--- src/rtl/core/spq_pkg.sv ---
// shared types and codes for the stable priority queue
`default_nettype none

package spq_pkg;

   localparam int ID_BITS     = 16;
   localparam int STATUS_BITS = 2;

   // operation codes on the request side
   localparam logic KIND_INSERT = 1'b0;
   localparam logic KIND_POP    = 1'b1;

   // result status codes
   localparam logic [STATUS_BITS-1:0] ST_INSERTED = 2'd0;
   localparam logic [STATUS_BITS-1:0] ST_POPPED   = 2'd1;
   localparam logic [STATUS_BITS-1:0] ST_EMPTY    = 2'd2;
   localparam logic [STATUS_BITS-1:0] ST_FULL     = 2'd3;

   // command broadcast to every cell of the chain
   typedef struct packed {
      logic ins;
      logic pop;
   } spq_cmd_type;

endpackage

`default_nettype wire

--- src/rtl/core/spq_cell.sv ---
// one slot of the shift-register queue: holds an entry and trades with its neighbors
`default_nettype none

module spq_cell #(
   parameter int PRIO_W = 3
) (
   input  wire                         clock,
   input  wire                         reset,
   input  spq_pkg::spq_cmd_type        cmd,
   input  wire  [PRIO_W-1:0]           new_prio,
   input  wire  [spq_pkg::ID_BITS-1:0] new_id,
   input  wire                         left_gt,
   input  wire                         left_valid,
   input  wire  [PRIO_W-1:0]           left_prio,
   input  wire  [spq_pkg::ID_BITS-1:0] left_id,
   input  wire                         right_valid,
   input  wire  [PRIO_W-1:0]           right_prio,
   input  wire  [spq_pkg::ID_BITS-1:0] right_id,
   output logic                        gt,
   output logic                        valid,
   output logic [PRIO_W-1:0]           prio,
   output logic [spq_pkg::ID_BITS-1:0] id
);
   import spq_pkg::*;

   logic                valid_ff, valid_in;
   logic [PRIO_W-1:0]   prio_ff, prio_in;
   logic [ID_BITS-1:0]  id_ff, id_in;

   // empty slots count as holding a larger code, so the new word lands after equals
   assign gt = !valid_ff || (prio_ff > new_prio);

   always_comb begin
      valid_in = valid_ff;
      prio_in  = prio_ff;
      id_in    = id_ff;
      if (cmd.ins && gt) begin
         valid_in = 1'b1;
         if (left_gt) begin
            // an empty left neighbor hands over an empty slot
            valid_in = left_valid;
            prio_in  = left_prio;
            id_in    = left_id;
         end else begin
            prio_in = new_prio;
            id_in   = new_id;
         end
      end else if (cmd.pop) begin
         valid_in = right_valid;
         prio_in  = right_prio;
         id_in    = right_id;
      end
   end

   always_ff @(posedge clock) begin
      if (reset) begin
         valid_ff <= 1'b0;
      end else begin
         valid_ff <= valid_in;
      end
      prio_ff <= prio_in;
      id_ff   <= id_in;
   end

   assign valid = valid_ff;
   assign prio  = prio_ff;
   assign id    = id_ff;

endmodule

`default_nettype wire

--- src/rtl/core/stable_priority_queue_core.sv ---
// Stable priority queue built as a chain of compare-and-shift cells.
//
// Request channel (req_*): each word is an insert (kind 0) carrying a
// priority code and an identifier, or a pop (kind 1). Lower codes leave
// first; equal codes leave in arrival order.
// Result channel (rsp_*): exactly one word per request, carrying the status
// (inserted, popped, pop on empty, insert dropped full) and, for a pop, the
// code and identifier of the removed head entry. Capacity is CAPACITY cells.
// The registered result shows in the cycle after its request is taken. One
// request is taken per cycle while req_stall is low, as all cells compare
// against the new code at once and shift left or right in the same edge.
// Reset clears every cell's valid bit, leaving the queue empty and the
// result register empty. While the receiver stalls a waiting result, the
// request side stalls too; a result that is taken frees the register for a
// new request in the same cycle.
`default_nettype none

module stable_priority_queue_core #(
   parameter int CAPACITY      = 16,
   parameter int PRIORITY_BITS = 3
) (
   input  wire                            clock,
   input  wire                            reset,
   input  wire                            req_valid,
   output logic                           req_stall,
   input  wire                            req_kind,
   input  wire  [PRIORITY_BITS-1:0]       req_priority_code,
   input  wire  [spq_pkg::ID_BITS-1:0]    req_entry_id,
   output logic                           rsp_valid,
   input  wire                            rsp_stall,
   output logic [spq_pkg::STATUS_BITS-1:0] rsp_status,
   output logic [PRIORITY_BITS-1:0]       rsp_out_priority,
   output logic [spq_pkg::ID_BITS-1:0]    rsp_out_id
);
   import spq_pkg::*;

   logic                     gt_w    [CAPACITY];
   logic                     valid_w [CAPACITY];
   logic [PRIORITY_BITS-1:0] prio_w  [CAPACITY];
   logic [ID_BITS-1:0]       id_w    [CAPACITY];

   spq_cmd_type cmd;
   logic        accept;
   logic        full;
   logic        empty;

   logic                     rsp_valid_ff, rsp_valid_in;
   logic [STATUS_BITS-1:0]   rsp_status_ff, rsp_status_in;
   logic [PRIORITY_BITS-1:0] rsp_prio_ff, rsp_prio_in;
   logic [ID_BITS-1:0]       rsp_id_ff, rsp_id_in;

   assign req_stall = rsp_valid_ff && rsp_stall;
   assign accept    = req_valid && !req_stall;
   assign full      = valid_w[CAPACITY-1];
   assign empty     = !valid_w[0];

   assign cmd.ins = accept && (req_kind == KIND_INSERT) && !full;
   assign cmd.pop = accept && (req_kind == KIND_POP) && !empty;

   genvar gi;
   generate
      for (gi = 0; gi < CAPACITY; gi++) begin : g_cell
         logic                     l_gt;
         logic                     l_valid;
         logic [PRIORITY_BITS-1:0] l_prio;
         logic [ID_BITS-1:0]       l_id;
         logic                     r_valid;
         logic [PRIORITY_BITS-1:0] r_prio;
         logic [ID_BITS-1:0]       r_id;

         if (gi == 0) begin : g_head
            assign l_gt    = 1'b0;
            assign l_valid = 1'b0;
            assign l_prio  = '0;
            assign l_id    = '0;
         end else begin : g_mid
            assign l_gt    = gt_w[gi-1];
            assign l_valid = valid_w[gi-1];
            assign l_prio  = prio_w[gi-1];
            assign l_id    = id_w[gi-1];
         end

         if (gi == CAPACITY-1) begin : g_tail
            assign r_valid = 1'b0;
            assign r_prio  = '0;
            assign r_id    = '0;
         end else begin : g_body
            assign r_valid = valid_w[gi+1];
            assign r_prio  = prio_w[gi+1];
            assign r_id    = id_w[gi+1];
         end

         spq_cell #(
            .PRIO_W (PRIORITY_BITS)
         ) u_cell (
            .clock       (clock),
            .reset       (reset),
            .cmd         (cmd),
            .new_prio    (req_priority_code),
            .new_id      (req_entry_id),
            .left_gt     (l_gt),
            .left_valid  (l_valid),
            .left_prio   (l_prio),
            .left_id     (l_id),
            .right_valid (r_valid),
            .right_prio  (r_prio),
            .right_id    (r_id),
            .gt          (gt_w[gi]),
            .valid       (valid_w[gi]),
            .prio        (prio_w[gi]),
            .id          (id_w[gi])
         );
      end
   endgenerate

   always_comb begin
      rsp_valid_in  = rsp_valid_ff && rsp_stall;
      rsp_status_in = rsp_status_ff;
      rsp_prio_in   = rsp_prio_ff;
      rsp_id_in     = rsp_id_ff;
      if (accept) begin
         rsp_valid_in = 1'b1;
         rsp_prio_in  = '0;
         rsp_id_in    = '0;
         if (req_kind == KIND_INSERT) begin
            rsp_status_in = full ? ST_FULL : ST_INSERTED;
         end else if (empty) begin
            rsp_status_in = ST_EMPTY;
         end else begin
            rsp_status_in = ST_POPPED;
            rsp_prio_in   = prio_w[0];
            rsp_id_in     = id_w[0];
         end
      end
   end

   always_ff @(posedge clock) begin
      if (reset) begin
         rsp_valid_ff <= 1'b0;
      end else begin
         rsp_valid_ff <= rsp_valid_in;
      end
      rsp_status_ff <= rsp_status_in;
      rsp_prio_ff   <= rsp_prio_in;
      rsp_id_ff     <= rsp_id_in;
   end

   assign rsp_valid        = rsp_valid_ff;
   assign rsp_status       = rsp_status_ff;
   assign rsp_out_priority = rsp_prio_ff;
   assign rsp_out_id       = rsp_id_ff;

endmodule

`default_nettype wire

--- config.mk ---
export PLATFORM = sky130hd
export DESIGN_NAME = stable_priority_queue_core
export DESIGN_NICKNAME = d
export VERILOG_FILES = /design/src/rtl/core/spq_pkg.sv /design/src/rtl/core/spq_cell.sv /design/src/rtl/core/stable_priority_queue_core.sv
export SDC_FILE = /design/constraint.sdc
export NUM_CORES = 1
export LEC_CHECK = 0
export BUFFER_PORTS_ARGS = -buffer_cell sky130_fd_sc_hd__buf_2
export CORE_ASPECT_RATIO = 1.4
export CORE_UTILIZATION = 63
export DETAILED_ROUTE_END_ITERATION = 16
export PLACE_DENSITY = 0.81
export SYNTH_ARGS = -nofsm -noshare
export SYNTH_HDL_FRONTEND = slang
export SYNTH_SLANG_ARGS = --single-unit
--- constraint.sdc ---
create_clock -name clock -period 4.55 [get_ports clock]
set_input_delay 0.455 -clock clock [delete_from_list [all_inputs] [get_ports clock]]
set_output_delay 0.455 -clock clock [all_outputs]
set_load 0.05 [all_outputs]
==> impl_metrics.py <==
metrics = {
    "status": {
        "outcome": "finished, final reports clean",
    },
    "logic_synthesis": {
        "ys_types": 37,
        "syn_avg_cell_area_sq_um": 9.957,
        "yosysWarnings": 0,
        "ys_ff_latch": 342,
        "yosysSeqAreaShare_pct": 56.44,
        "syn_area_sq_mm": 0.01789,
        "syn_nets": 1866,
        "netlist_instances": 1797,
    },
    "final_layout": {
        "final_cell_mix": "402 x nand2_1, 325 x edfxtp_1, 268 x nor2_1",
        "layout_commonest_cell": "nand2_1",
        "nets": 1856,
        "utilization_pct": 70.34,
        "area.growth.synth_to_final_pct": 9.069,
        "fin_cells": 2182,
        "diodes": 0,
        "drive_above_1_share_pct": 10.26,
        "final_area_sq_mm": 0.01952,
    },
    "drt": {
        "num_vias": 14090,
        "postRouteAntennaNets": 0,
        "drt_first_pass_iters": 7,
        "wl_per_cell_um": 22.41,
        "drc_errors": 0,
        "drtIter0Drc": 1732,
        "wirelength_um": 48900,
        "vias_per_cell": 6.457,
    },
    "cts": {
        "cts_tree": "yes",
        "h-tree-depth": 2,
        "post_cts_resized": 0,
        "cts.path.max_buffers": 3,
        "cts_hold_buf": 0,
        "clk_pin_slew_ns": 0.06,
        "cts-root-buf": "clkbuf_16",
        "clock_sink_count": 342,
        "clk_latency_ns": 0.53,
        "cts_made_buffers": 34,
        "cts_setup_buffers": 0,
    },
    "placed_design": {
        "dpl-instance-area_sq_mm": 0.01838,
        "dp_cells": 2121,
        "portBuffers": 46,
        "routabilityCongestion": 0.9061,
        "dpl.hpwl_um": 33750,
    },
    "timing": {
        "skew_ns": 0.01673,
        "slew_headroom_pct": 28.29,
        "hold_slack_ns": 0.1589,
        "rsz0062_at_grt": "false",
        "setup_violations": 0,
        "post-route-period-util_pct": 72.73,
        "min_period_ns": 3.309,
        "fmax_mhz": 302.2,
        "tightest_slew_ns": 1.072,
        "slew_violations": 0,
        "fin_tns_setup_ns": 0,
        "finalHoldViolCount": 0,
    },
    "setup_path": {
        "worstPathArrival_ns": 3.58,
        "r2r-end": "g_cell[0].u_cell.id[12]",
        "reg2reg_depth": 6,
        "slowest_stage": "nand2_1",
        "endpoint_kind": "register",
        "crit_end": "g_cell[0].u_cell.id[12]",
        "r2r_slack_ns": 1.51,
        "cp.required_ns": 4.82,
        "slowest_delay_ns": 0.81,
        "start_kind": "input pin",
        "crit_chain": "buf_2 > inv_1 > ha_1 > or2_2 > o221ai_1 > nand2_1 > nand2_1 > mux2_2",
        "path_class": "input pin to register",
        "startpoint": "req_priority_code[1]",
        "worst-path-max-fanout": 21,
        "critical_path.most_common_cell": "nand2_1",
        "timing.rr.start": "g_cell[0].u_cell.prio[2]",
    },
    "pwr": {
        "power_density_mw_per_mm2": 392.1,
        "ir_drop_mv": 0.2366,
        "leakage_nw": 7.941,
    },
    "grt": {
        "grt_pass1_wl_um": 74830,
        "grt_usage_pct": 34.24,
        "use_met3_pct": 6.521,
        "grt_pass1_vias": 13480,
        "grt_max_degree": 42,
        "grtUsageMet2_pct": 52.76,
        "use_met1_pct": 44.68,
        "antenna_found_initial": 0,
        "overflow": 0,
        "top_usage_layer": "met2",
    },
    "min_path": {
        "min_from": "req_valid",
        "hp-class": "input pin to register",
    },
    "floorplanning": {
        "die_h_um": 201.4,
        "core_area_sq_mm": 0.02775,
        "die_w_um": 144.4,
        "initial_core_util_pct": 64.49,
        "num_rows": 72,
        "ioPinCount": 47,
        "dieArea_sq_mm": 0.02909,
    },
    "run": {
        "cap_viol_max_count": 0,
    },
}
==> metrics by stage <==
stage / setup slack (ns) / total power [W]
4_1_cts: 1.339 / 0.007640
2_1_floorplan: 0.8064 / 0.004496
6_report: 1.241 / 0.007653
3_5_place_dp: 0.7761 / 0.004805
3_3_place_gp: 0.9017 / 0.004765
5_1_grt: 1.001 / 0.007874
==> layer usage <==
layer	vias to the layer above	routed length [um]
li1	6395	-
met1	6619	18170
met2	885	22620
met3	191	4979
met4	0	3135
met5	-	0
==> layout make-up <==
type / count / area (sq um)
repair buffers: 88 / 545.5
multi-input cells: 1302 / 7196
clock buffers: 50 / 1005
fillers: 2023 / 8230
flip-flops and latches: 342 / 10100
clock inverters: 11 / 136.4
well taps: 370 / 462.9
inverters: 19 / 71.32
==> critical path: cells and delay by family <==
family	cells	cell delay [ns]
adders and majority gates	1	0.28
and+or+nand+nor	3	1.49
muxes	1	0.43
buffers and inverters	2	0.71
AOI/OAI and AO/OA	1	0.19
==> registers in the layout (all words and copies together), names as in the netlist <==
name                 count
g_cell.u_cell.id       256
g_cell.u_cell.prio      48
g_cell.u_cell.valid     16
rsp_out_id              16
rsp_out_priority         3
rsp_status               2
rsp_valid                1
==> Yosys cell counts <==
cell	number	area, sq um
nor2_1	268	1006
nand2_1	402	1509
and2_1	3	18.77
a22oi_1	9	67.56
o221ai_1	1	8.760
nand2b_1	2	12.51
inv_1	19	71.32
nor3_1	5	25.02
a311oi_1	3	26.28
a21bo_2	1	10.01
a211oi_4	3	60.06
or2_1	1	6.260
nand3b_1	7	52.55
nor2b_1	13	81.33
edfxtp_1	325	9759
buf_4	7	52.55
mux2i_1	97	970.9
buf_6	4	45.04
a21o_1	3	22.52
buf_1	3	11.26
o21a_1	5	37.54
or3_1	1	6.260
nor4b_1	12	105.1
o21ai_0	39	195.2
ha_1	45	563.0
or2_2	9	56.30
a31oi_1	152	950.9
dfxtp_1	17	340.3
and3_1	25	156.4
mux2_2	19	214.0
a21oi_1	151	755.7
a211oi_2	5	62.56
buf_2	43	215.2
a32oi_1	1	8.760
nor3_2	4	40.04
nand3_1	16	80.08
clkbuf_1	77	289.0
==> cell families (layout without fill, tap and decap cells) <==
logic type | Yosys count | in the layout | share of synthesized area (%)
fa+ha+maj | 45 | 45 | 3.147
compound gates | 373 | 373 | 12.33
buf+inv | 153 | 168 | 3.825
mux | 116 | 116 | 6.622
flops | 342 | 342 | 56.44
simple gates | 768 | 768 | 17.64
==> worst min-delay path by stage <==
stage | to | slack (ns) | cells past startpoint
floorplan | g_cell[7].u_cell.valid | 0.48 | 2
global placement | g_cell[10].u_cell.valid | 0.53 | 2
detailed placement | g_cell[10].u_cell.valid | 0.53 | 2
CTS | rsp_valid | 0.15 | 3
global route | rsp_valid | 0.17 | 3
finish | rsp_valid | 0.16 | 3
==> power breakdown <==
| part | switching, W | total, W | internal (W) |
|---|---|---|---|
| Sequential | 0.000152 | 0.00387 | 0.00372 |
| Combinational | 0.000626 | 0.000905 | 0.000278 |
| Clock | 0.00117 | 0.00287 | 0.00171 |
(Power assumes the default switching activity.)
